## src/sv/lebt_pkg.sv

```systemverilog
`default_nettype none
package lebt_pkg;
  localparam int Entries = 16;
  localparam int KeyBits = 64;
  localparam int SlotW = $clog2(Entries);
  localparam int PerW = 20;
  localparam logic [PerW-1:0] PeriodMax = {PerW{1'b1}};
  localparam logic CmdEvent = 1'b0;
  localparam logic CmdTick = 1'b1;
  localparam logic [1:0] RegInit = 2'd0;
  localparam logic [1:0] RegMult = 2'd1;
  localparam logic [1:0] RegLimit = 2'd2;
  localparam int QDepth = 2;

  typedef struct packed {
    logic cmd;
    logic [KeyBits-1:0] key;
  } req_t;

  function automatic logic [PerW-1:0] grow(input logic [PerW-1:0] p,
      input logic [15:0] lim, input logic [4:0] mul);
    logic [PerW+4:0] n;
    begin
      n = p * mul;
      if (p >= {4'd0, lim}) grow = p;
      else if (n > {5'd0, PeriodMax}) grow = PeriodMax;
      else grow = n[PerW-1:0];
    end
  endfunction
endpackage
`default_nettype wire

```

## src/sv/lebt_front.sv

```systemverilog
`default_nettype none
module lebt_front (
  input  wire logic clk_i,
  input  wire logic rst_ni,
  input  wire logic in_valid_i,
  output logic in_stall_o,
  input  wire logic cmd_i,
  input  wire logic [63:0] event_key_i,
  output logic q_valid_o,
  output lebt_pkg::req_t q_req_o,
  input  wire logic q_pop_i
);
  import lebt_pkg::*;
  req_t mem_q [QDepth];
  logic wp_q, rp_q;
  logic [1:0] cnt_q;
  logic push, drop;
  // drop zero-key events at the front
  assign drop = (cmd_i == CmdEvent) && (event_key_i[KeyBits-1:0] == '0);
  assign in_stall_o = (cnt_q == 2'(QDepth));
  assign push = in_valid_i && !in_stall_o && !drop;
  assign q_valid_o = (cnt_q != 2'd0);
  assign q_req_o = mem_q[rp_q];
  always_ff @(posedge clk_i) begin
    if (push) mem_q[wp_q] <= '{cmd: cmd_i, key: event_key_i[KeyBits-1:0]};
  end
  always_ff @(posedge clk_i or negedge rst_ni) begin
    if (!rst_ni) begin
      wp_q <= 1'b0; rp_q <= 1'b0; cnt_q <= 2'd0;
    end else begin
      if (push) wp_q <= ~wp_q;
      if (q_pop_i) rp_q <= ~rp_q;
      cnt_q <= cnt_q + 2'(push) - 2'(q_pop_i);
    end
  end
endmodule
`default_nettype wire

```

## src/sv/lebt_back.sv

```systemverilog
`default_nettype none
module lebt_back (
  input  wire logic clk_i,
  input  wire logic rst_ni,
  input  wire logic cfg_we_i,
  input  wire logic [1:0] cfg_idx_i,
  input  wire logic [15:0] cfg_data_i,
  input  wire logic q_valid_i,
  input  lebt_pkg::req_t q_req_i,
  output logic q_pop_o,
  output logic out_valid_o,
  input  wire logic out_stall_i,
  output logic [3:0] slot_o,
  output logic [63:0] log_key_o,
  output logic last_o
);
  import lebt_pkg::*;
  localparam logic SIdle = 1'b0, SScan = 1'b1;
  logic st_q, st_d;
  logic [15:0] init_q, lim_q;
  logic [4:0] mul_q;
  logic [Entries-1:0] val_q, hit_q;
  logic [KeyBits-1:0] key_q [Entries];
  logic [PerW-1:0] per_q [Entries];
  logic [PerW-1:0] cd_q [Entries];
  logic [SlotW-1:0] idx_q;
  logic cmd_q, found_q, free_vld_q;
  logic [SlotW-1:0] free_idx_q;
  logic [KeyBits-1:0] ekey_q;
  logic [Entries-1:0] due, due_hi;
  logic [PerW-1:0] gp, gp_init;
  logic at_end, scan, cur_val, cur_match, cur_exp;
  logic tick_emit, ev_emit, emit, out_busy, step;
  logic [SlotW-1:0] new_slot;

  assign at_end = (idx_q == SlotW'(Entries-1));
  assign scan = (st_q == SScan);
  assign cur_val = val_q[idx_q];
  assign cur_match = cur_val && (key_q[idx_q] == ekey_q);
  assign cur_exp = cur_val && (cd_q[idx_q] <= PerW'(1));
  assign gp = grow(per_q[idx_q], lim_q, mul_q);
  assign gp_init = grow({4'd0, init_q}, lim_q, mul_q);
  assign tick_emit = (cmd_q == CmdTick) && cur_exp && hit_q[idx_q];
  // no match anywhere: take the highest free slot and log at once
  assign ev_emit = (cmd_q == CmdEvent) && at_end && !found_q && !cur_match &&
                   (!cur_val || free_vld_q);
  assign new_slot = cur_val ? free_idx_q : idx_q;
  assign emit = scan && (tick_emit || ev_emit);
  assign out_busy = out_valid_o && out_stall_i;
  // one slot per cycle; hold while a new result meets a stalled output
  assign step = scan && !(emit && out_busy);
  assign q_pop_o = (st_q == SIdle) && q_valid_i;

  // entries that log on this tick; the last one above the scan point closes it
  always_comb begin
    for (int i = 0; i < Entries; i++) begin
      due[i] = val_q[i] && hit_q[i] && (cd_q[i] <= PerW'(1));
    end
  end
  assign due_hi = due >> idx_q;

  always_comb begin
    st_d = st_q;
    unique case (st_q)
      SIdle: if (q_valid_i) st_d = SScan;
      SScan: if (step && at_end) st_d = SIdle;
    endcase
  end

  always_ff @(posedge clk_i or negedge rst_ni) begin
    if (!rst_ni) begin
      st_q <= SIdle; init_q <= 16'd60; mul_q <= 5'd4; lim_q <= 16'd43200;
      val_q <= '0; hit_q <= '0; idx_q <= '0; cmd_q <= CmdEvent; ekey_q <= '0;
      found_q <= 1'b0; free_vld_q <= 1'b0; free_idx_q <= '0;
      out_valid_o <= 1'b0; slot_o <= '0; log_key_o <= '0; last_o <= 1'b0;
    end else begin
      st_q <= st_d;
      if (cfg_we_i) begin
        unique case (cfg_idx_i)
          RegInit: init_q <= cfg_data_i;
          RegMult: mul_q <= cfg_data_i[4:0];
          RegLimit: lim_q <= cfg_data_i;
          default: ;
        endcase
      end
      if (q_pop_o) begin
        cmd_q <= q_req_i.cmd; ekey_q <= q_req_i.key; idx_q <= '0;
        found_q <= 1'b0; free_vld_q <= 1'b0;
      end
      if (step) begin
        idx_q <= idx_q + SlotW'(1);
        if (cmd_q == CmdEvent) begin
          if (ev_emit) begin
            val_q[new_slot] <= 1'b1; hit_q[new_slot] <= 1'b0;
          end else if (cur_match) begin
            hit_q[idx_q] <= 1'b1; found_q <= 1'b1;
          end
          if (!cur_val) begin
            free_vld_q <= 1'b1; free_idx_q <= idx_q;
          end
        end else if (cur_exp) begin
          // expired: a hit entry logs and stays, an idle one is freed
          if (hit_q[idx_q]) hit_q[idx_q] <= 1'b0;
          else val_q[idx_q] <= 1'b0;
        end
      end
      if (emit && step) begin
        out_valid_o <= 1'b1;
        slot_o <= 4'(tick_emit ? idx_q : new_slot);
        log_key_o <= tick_emit ? key_q[idx_q] : ekey_q;
        last_o <= ev_emit || (due_hi[Entries-1:1] == '0);
      end else if (!out_stall_i) begin
        out_valid_o <= 1'b0;
      end
    end
  end

  always_ff @(posedge clk_i) begin
    if (step) begin
      if (cmd_q == CmdEvent) begin
        if (ev_emit) begin
          key_q[new_slot] <= ekey_q;
          per_q[new_slot] <= gp_init;
          cd_q[new_slot] <= gp_init;
        end
      end else if (cur_val) begin
        if (!cur_exp) cd_q[idx_q] <= cd_q[idx_q] - PerW'(1);
        else if (hit_q[idx_q]) begin
          per_q[idx_q] <= gp;
          cd_q[idx_q] <= gp;
        end else cd_q[idx_q] <= '0;
      end
    end
  end
endmodule
`default_nettype wire

```

## src/sv/log_event_backoff_table.sv

```systemverilog
`default_nettype none
// Channel   Direction  Handshake            Payload
// in        input      in_valid_i/in_stall_o  cmd_i, event_key_i
// out       output     out_valid_o/out_stall_i slot_o, log_key_o, last_o
// cfg       input      cfg_we_i               cfg_idx_i, cfg_data_i
// A request waits in the two-entry front queue; the back pops it only when idle, then
// scans the table one slot per cycle except while held by a stalled output as below,
// and takes the next request only after the scan of the last slot.
// Each log goes out through the output register; a new log that meets a stalled
// output holds the scan for as long as the stall lasts, and a full queue stalls the input.
// Reset clears valid and hit marks and loads the register defaults.
module log_event_backoff_table (
  input  wire logic clk_i,
  input  wire logic rst_ni,
  input  wire logic cfg_we_i,
  input  wire logic [1:0] cfg_idx_i,
  input  wire logic [15:0] cfg_data_i,
  input  wire logic in_valid_i,
  output logic in_stall_o,
  input  wire logic cmd_i,
  input  wire logic [63:0] event_key_i,
  output logic out_valid_o,
  input  wire logic out_stall_i,
  output logic [3:0] slot_o,
  output logic [63:0] log_key_o,
  output logic last_o
);
  import lebt_pkg::*;
  logic q_valid, q_pop;
  req_t q_req;
  lebt_front u_front (.clk_i, .rst_ni, .in_valid_i, .in_stall_o, .cmd_i,
    .event_key_i, .q_valid_o(q_valid), .q_req_o(q_req), .q_pop_i(q_pop));
  lebt_back u_back (.clk_i, .rst_ni, .cfg_we_i, .cfg_idx_i, .cfg_data_i,
    .q_valid_i(q_valid), .q_req_i(q_req), .q_pop_o(q_pop), .out_valid_o,
    .out_stall_i, .slot_o, .log_key_o, .last_o);
endmodule
`default_nettype wire

```

## config.mk

```make
export PLATFORM = sky130hd
export DESIGN_NAME = log_event_backoff_table
export DESIGN_NICKNAME = d
export VERILOG_FILES = /design/src/sv/lebt_pkg.sv /design/src/sv/lebt_front.sv /design/src/sv/lebt_back.sv /design/src/sv/log_event_backoff_table.sv
export SDC_FILE = /design/constraint.sdc
export NUM_CORES = 2
export LEC_CHECK = 0
export ABC_AREA = 1
export BUFFER_PORTS_ARGS = -buffer_cell sky130_fd_sc_hd__buf_2
export CORE_UTILIZATION = 35
export CTS_CLUSTER_SIZE = 20
export DETAILED_ROUTE_END_ITERATION = 7
export MAX_ROUTING_LAYER = met4
export PLACE_DENSITY_LB_ADDON = 0.08
export SLEW_MARGIN = 30
export SYNTH_ARGS = -nofsm -noshare
export SYNTH_HDL_FRONTEND = slang
export SYNTH_SLANG_ARGS = --single-unit
```

## constraint.sdc

```tcl
create_clock -name clk_i -period 7.6 [get_ports clk_i]
set_input_delay 0.76 -clock clk_i [delete_from_list [all_inputs] [get_ports clk_i]]
set_output_delay 0.76 -clock clk_i [all_outputs]
set_load 0.05 [all_outputs]
```

==> Word-level counts from Yosys, hierarchy flattened <==
Memory sizes are Yosys's and may differ from the RTL's. A register that Yosys moved wholly into a read port is not among the register bits.
Index checks and enable logic that the tools add are counted.
{ "totals": {"ff_bits": 154, "output_inout_bits": 71, "mem_bits_rw": 1794, "n_memories": 4} }
{ "memory_table": {"columns": ["name", "words", "word_bits", "rd", "rd_clocked_by_memory_dff", "wr", "line", "rtl"], "rows": [
  ["u_back.key_q", 16, 64, 1, 0, 1, "lebt_back.sv:23", "logic [KeyBits-1:0] key_q [Entries];"],
  ["u_back.cd_q", 16, 20, 17, 0, 1, "lebt_back.sv:25", "logic [PerW-1:0] cd_q [Entries];"],
  ["u_back.per_q", 16, 20, 1, 0, 1, "lebt_back.sv:24", "logic [PerW-1:0] per_q [Entries];"],
  ["u_front.mem_q", 2, 65, 1, 1, 1, "lebt_front.sv:14", "req_t mem_q [QDepth];"]
]} }
{ "classes": {"mul": 2, "muxes": 71, "bitwise_logic": 14, "n_reduce_logical": 77, "order_cmp": 25, "shifts": 1, "n_addsub": 4, "eq_ne": 9} }
{ "ops": {"columns": ["op", "n"], "rows": [
  ["less-or-equal comparator 20 x 1 -> 1 bit, second input constant", 17],
  ["two-way mux 20 bit", 8],
  ["two-way mux 16 bit", 9],
  ["== test 64 bit", 1],
  ["logical NOT 64 bit", 1],
  ["two-way mux 64 bit", 1],
  ["logical AND 1 bit", 52],
  ["AND 16 bit", 3],
  ["two-way mux 1 bit", 42],
  ["OR reduction 20 bit", 2],
  ["NOT 16 bit", 2],
  ["OR 16 bit", 2],
  ["> comparator 25 x 20 -> 1 bit, second input constant", 1],
  ["multiplier 20 x 5 -> 25 bit", 1],
  ["two-way mux 4 bit", 6],
  ["> comparator 21 x 20 -> 1 bit, second input constant", 1],
  ["multiplier 16 x 5 -> 21 bit", 1],
  [">= comparator 20 x 16 -> 1 bit", 1],
  ["subtractor 20 x 1 -> 20 bit, second input constant", 1],
  [">= comparator 16 bit", 1],
  ["right shift 16 x 4 -> 16 bit", 1],
  ["logical NOT 15 bit", 1],
  ["< comparator 4 x 5 -> 1 bit, second input constant", 2],
  ["binary-select mux 1 bit (select 4 bit)", 2],
  ["20 further kinds", 44]
]} }

==> Depth between registers and ports, before layout <==
{ "depth": {"ltp_word": 17, "mapped_depth": 38, "ltp_nobuf": 28} }

==> Hierarchy <==
A second synthesis with hierarchy kept.
{ "hier_totals": {"cells_unflattened": 9099, "hier_area_um2": 92880.3} }
{ "by_module_without_submodules": {"columns": ["mod", "area_each_um2", "n_inst", "seq_area_each_um2", "cells_each"], "rows": [
  ["lebt_back", 87727.9, 1, 55360.6, 8817],
  ["lebt_front", 5152.4, 1, 4003.8, 282]
]} }

==> Worst setup path after synthesis <==
Ideal clock, no wire load.
{ "synth_path": {"path_type": "flip-flop to flip-flop", "startpoint": "reg u_back.idx_q[1]", "endpoint": "mem u_back.key_q[10][0], enable pin", "stages_incl_launch_ff": 24, "n_path_buf": 7, "arrival_ns": 7.497, "path_slack_ns": -0.462, "path_cell_list": "dfrtp_1 > buf_4 > inv_2 > buf_6 > buf_4 > clkbuf_1 > buf_2 > clkbuf_1 > o21ai_0 > o22ai_1 > nand2_1 > nand4_1 > inv_1 > ha_1 > inv_1 > a21oi_1 > nand4_2 > nor3_4 > nand2_2 > nand2_4 > a21oi_4 > nand2_1 > buf_2 > nor3_1"} }
{ "synth_between": {"elab_chain_len": 13, "word_cells_on_any_way": 30, "classes_between": "order compare (1); eq/ne (2); mux (9); reduce/logical (16); memory (2)"} }
{ "synth_lines": {"columns": ["item", "line", "rtl"], "rows": [
  ["start, declared", "lebt_back.sv:26", "logic [SlotW-1:0] idx_q;"],
  ["start signal, assigned", "lebt_back.sv:91", "idx_q <= idx_q + SlotW'(1);"],
  ["branches (longest 13 deep; another with memory read (16 x 20 bit))", null, null],
  ["end, declared", "lebt_back.sv:23", null]
]} }
Parallel ways; which one is timed is not known. The select of a mux whose other input is x is not followed.

==> Worst setup path after layout <==
{ "layout_path": {"startpoint": "reg u_back.idx_q[2]", "endpoint": "mem u_back.per_q[1][4], data pin"} }
{ "layout_between": {"elab_chain_len": 15, "word_cells_on_any_way": 39, "classes_between": "mul (1); order compare (3); eq/ne (2); mux (13); reduce/logical (17); memory (3)"} }
{ "layout_lines": {"columns": ["item", "line"], "rows": [
  ["branches (longest 14 deep; another with multiplier 20 x 5 -> 25 bit)", null],
  ["two-way mux 20 bit (no line) *", null],
  ["end, declared", "lebt_back.sv:24"]
]} }
Mark *: on every way between the ends. The select of a mux whose other input is x is not followed.

==> impl_metrics.sql <==
INSERT INTO impl_metrics (metric_group, metric, value, unit) VALUES
('outcome', 'run_status', 'complete, no violations', ''),
('setup_path', 'path_max_fanout', '16', ''),
('placement', 'io_buffer_count', '158', ''),
('routing', 'antenna_violating_nets_post_route', '0', ''),
('floorplan', 'num_rows', '188', ''),
('synthesis', 'synth_flop_cell', 'edfxtp_1', ''),
('timing', 'skew', '89.7', 'ps'),
('floorplan', 'dieHeight', '518', 'um'),
('floorplan', 'floorplan.initialDensity', '0.353', ''),
('power', 'sequentialPowerShare', '0.315', ''),
('cells_and_area', 'final-instance-count-excl-fill', '13189', ''),
('cts', 'insertion_delay', '920', 'ps'),
('routing', 'number_of_violations_reported_at_the_end_of_detailed_routing_iteration_0', '6084', ''),
('setup_path', 'required_time_worst_endpoint', '8170', 'ps'),
('timing', 'rsz0062_at_grt', 'no', ''),
('power', 'switching_share', '0.449', ''),
('placement', 'dp_slack', '510', 'ps'),
('grt', 'antenna_found_initial', '13', ''),
('routing', 'vias', '67329', ''),
('routing', 'route.final.wire_length', '316', 'mm'),
('synthesis', 'synth_seq_area_share', '0.638', ''),
('timing', 'slew_viol_final', '0', ''),
('cts', 'clk_root_buffer_cell', 'clkbuf_16', ''),
('timing', 'worst-slew-pin-transition', '1140', 'ps'),
('power', 'total_switching_power', '0.0221', 'W'),
('cells_and_area', 'layout_common_cells', 'nand2_1, edfxtp_1, nor2_1', ''),
('synthesis', 'mappedNetlistArea', '93000', 'um^2'),
('floorplan', 'die_area', '268000', 'um^2'),
('timing', 'timing.fmax', '0.137', 'GHz'),
('power', 'gate_power_share', '0.463', ''),
('floorplan', 'floorplan.die.width', '518', 'um'),
('setup_path', 'crit_path_start_kind', 'flip-flop', ''),
('grt', 'grt_pass1_wl', '461', 'mm'),
('placement', 'globalplace.congestion', '0.921', ''),
('routing', 'post_drt_via_cell_ratio', '5.10', ''),
('grt', 'total_global_routing_track_utilization', '0.239', ''),
('cts', 'cts-buffers-inserted', '229', ''),
('cells_and_area', 'synthToLayoutAreaGrowth', '15.0', '%'),
('placement', 'dp_hpwl', '203', 'mm'),
('synthesis', 'share_of_synthesized_flip_flops_with_an_asynchronous_set_or_reset', '0.109', ''),
('synthesis', 'synth_cells', '9206', ''),
('power', 'p_int', '0.0271', 'W'),
('cts', 'cts.reportedPaths.clkPinSlew', '60', 'ps'),
('floorplan', 'ios', '159', ''),
('cts', 'cts_max_level', '4', ''),
('cells_and_area', 'finalNetCount', '9762', ''),
('timing', 'max-slew-margin-rel', '0.242', ''),
('setup_path', 'worst_setup_path_end_kind', 'flip-flop', ''),
('power', 'vdd_ir_drop_max', '377', 'uV'),
('routing', 'first_pass_iters', '7', ''),
('synthesis', 'ys_warn_count', '0', ''),
('timing', 'final-setup-viol-count', '0', ''),
('timing', 'final_critical_path_setup_slack', '283', 'ps'),
('synthesis', 'synthDistinctLibCells', '64', ''),
('cts', 'clock_sinks', '2013', ''),
('cells_and_area', 'mostFrequentLayoutCell', 'nand2_1', ''),
('cts', 'max_clock_buf_depth', '4', ''),
('grt', 'grt_max_degree', '201', ''),
('timing', 'finalCritPeriodShare', '0.963', ''),
('setup_path', 'setup.worst_path.class', 'reg2reg', ''),
('timing', 'setup_total_negative_slack', '0', 'ps'),
('power', 'clockPowerShare', '0.222', ''),
('grt', 'grt-ovfl-total', '0', ''),
('setup_path', 'critPathSlowestCell', 'fa_1', ''),
('grt', 'grt_pass1_vias', '65742', ''),
('routing', 'average_wire_length_per_cell_after_detail_routing', '23.9', 'um'),
('routing', 'post-route-drc-count', '0', ''),
('cts', 'tritoncts_clock_tree', 'built', ''),
('floorplan', 'core-area', '263000', 'um^2'),
('timing', 'post-route-min-period', '7320', 'ps'),
('timing', 'timing.final.hold_violations', '0', ''),
('synthesis', 'ys_seq_elements', '2013', ''),
('cells_and_area', 'share_of_layout_cells_above_drive_strength_1', '0.0954', ''),
('synthesis', 'synth.net_count', '9492', ''),
('setup_path', 'cp.arrival', '7890', 'ps'),
('power', 'p_per_area', '460', 'nW/um^2'),
('hold_path', 'worstHoldPathType', 'in2reg', ''),
('synthesis', 'synth_area_per_cell', '10.1', 'um^2'),
('synthesis', 'number_of_enable_type_register_cells_in_the_synthesized_netlist', '1794', ''),
('setup_path', 'delay_of_the_slowest_cell_on_the_worst_path', '570', 'ps'),
('power', 'static-leakage-power', '43.3', 'nW'),
('placement', 'place.detailed.instances', '12751', ''),
('job', 'cap_viol_max_count', '0', '');
## layout make-up
type                       count  area, um^2
inverter                     881        3340
clock inverter               105        1000
timing repair buffer         481        4110
antenna                        7        17.5
clock buffer                 317        6330
fill                       25722      156000
multi-input combinational   5870       28400
sequential                  2013       59400
tap                         3515        4400
## cells in the mapped netlist, types with 6 or more instances
cell type / n / share of area
ha_1: 102 / 0.014
nor2_1: 1037 / 0.042
o21bai_1: 42 / 0.0034
buf_6: 29 / 0.0035
o22ai_1: 122 / 0.0082
nor4_1: 59 / 0.0040
inv_1: 868 / 0.035
o211ai_1: 32 / 0.0026
inv_2: 8 / 0.00032
o221ai_1: 8 / 0.00075
dfstp_2: 10 / 0.0028
edfxtp_1: 1794 / 0.58
o21a_1: 19 / 0.0015
o21ai_1: 125 / 0.0067
clkbuf_1: 159 / 0.0064
a31oi_1: 66 / 0.0044
mux2i_1: 6 / 0.00065
nor2_2: 11 / 0.00074
dfrtp_1: 209 / 0.056
nand2_1: 2685 / 0.11
a21oi_1: 205 / 0.011
or2_2: 12 / 0.00081
nand3_1: 297 / 0.016
nand4_1: 86 / 0.0058
xnor2_1: 16 / 0.0015
or2_1: 6 / 0.00040
buf_2: 203 / 0.011
buf_4: 27 / 0.0022
a2bb2oi_1: 6 / 0.00056
xor2_1: 36 / 0.0034
o31ai_1: 6 / 0.00048
nor3_1: 42 / 0.0023
o21ai_0: 692 / 0.037
fa_1: 96 / 0.021
buf_1: 23 / 0.00093
## critical path, delay by kind of cell (launching register included)
kind	cells	cell delay [ps]
adders and majority gates	4	1960
and+or+nand+nor	4	860
buffers and inverters	9	1520
DFF	1	550
xor gates and xnor gates	1	200
AOI/OAI and AO/OA	8	1860
## path summary, 6_finish.rpt
path | cells past startpoint | slack [ps] | to | startpoint
worst max-delay path | 26 | 280 | u_back.per_q[1][4] | u_back.idx_q[2]
worst min-delay path | 1 | 70 | u_front.mem_q[1][16] | event_key_i[16]
worst min register to register | 2 | 480 | u_back.log_key_o[31] | u_back.log_key_o[31]
min in group asynchronous | 2 | 430 | u_back.ekey_q[53] | rst_ni
worst max register to register | 26 | 280 | u_back.per_q[1][4] | u_back.idx_q[2]
max in group asynchronous | 5 | 5560 | u_back.lim_q[6] | rst_ni
## routing by layer
metal | vias up | GRT usage | routed length [um]
met5 | - | - | 0
met3 | 370 | 0.0341 | 19300
li1 | 31397 | - | -
met1 | 33534 | 0.332 | 144000
met4 | 0 | 0.0525 | 6930
met2 | 2028 | 0.369 | 145000
## per-stage QoR
stage / utilization / hold WS, ps / total power (W) / area, um^2
after floorplan: - / 445 / 0.0288 / 93000
after global placement: 0.377 / 459 / 0.0383 / 99500
after global routing: 0.406 / 18.7 / 0.0521 / 107000
final: 0.406 / 71.9 / 0.0492 / 107000
after detailed placement: 0.378 / 463 / 0.0383 / 99500
after CTS: 0.406 / 0.0216 / 0.0494 / 107000
## timing repair
action / in CTS / in global routing
hold buffers: 8 / 0
endpoints found under the hold margin: 80 / 0
endpoints found under the setup margin: 0 / 84
gates resized for setup: 0 / 1
setup buffers: 0 / 1
## flip-flops by register name, indices dropped and copies added, names as in the netlist, 2 cells and up
name	cells
u_back.cd_q	320
u_back.ekey_q	64
u_back.free_idx_q	4
u_back.hit_q	16
u_back.idx_q	4
u_back.init_q	16
u_back.key_q	1024
u_back.lim_q	16
u_back.log_key_o	64
u_back.mul_q	5
u_back.per_q	320
u_back.slot_o	4
u_back.val_q	16
u_front.cnt_q	2
u_front.mem_q	130
## power groups by stage
stage	Combinational (W)	Sequential [W]	Clock, W
6_report	0.0228	0.0155	0.0109
4_1_cts	0.0227	0.0155	0.0112
3_5_place_dp	0.0226	0.0157	0
5_1_grt	0.0249	0.0156	0.0116
2_1_floorplan	0.0125	0.0163	0
3_3_place_gp	0.0226	0.0157	0
## kinds of logic (layout without fill, tap and decap cells)
logic type,count (synthesis),after routing,synth area share
and+or+nand+nor,4269,4269,0.183
xor gates and xnor gates,52,52,0.00489
adders and majority gates,198,198,0.0344
buffers and inverters,1323,1784,0.0597
muxes,6,6,0.000645
other,0,7,0
AOI/OAI and AO/OA,1345,1345,0.0791
DFF,2013,2013,0.638
(Power assumes the default switching activity.)
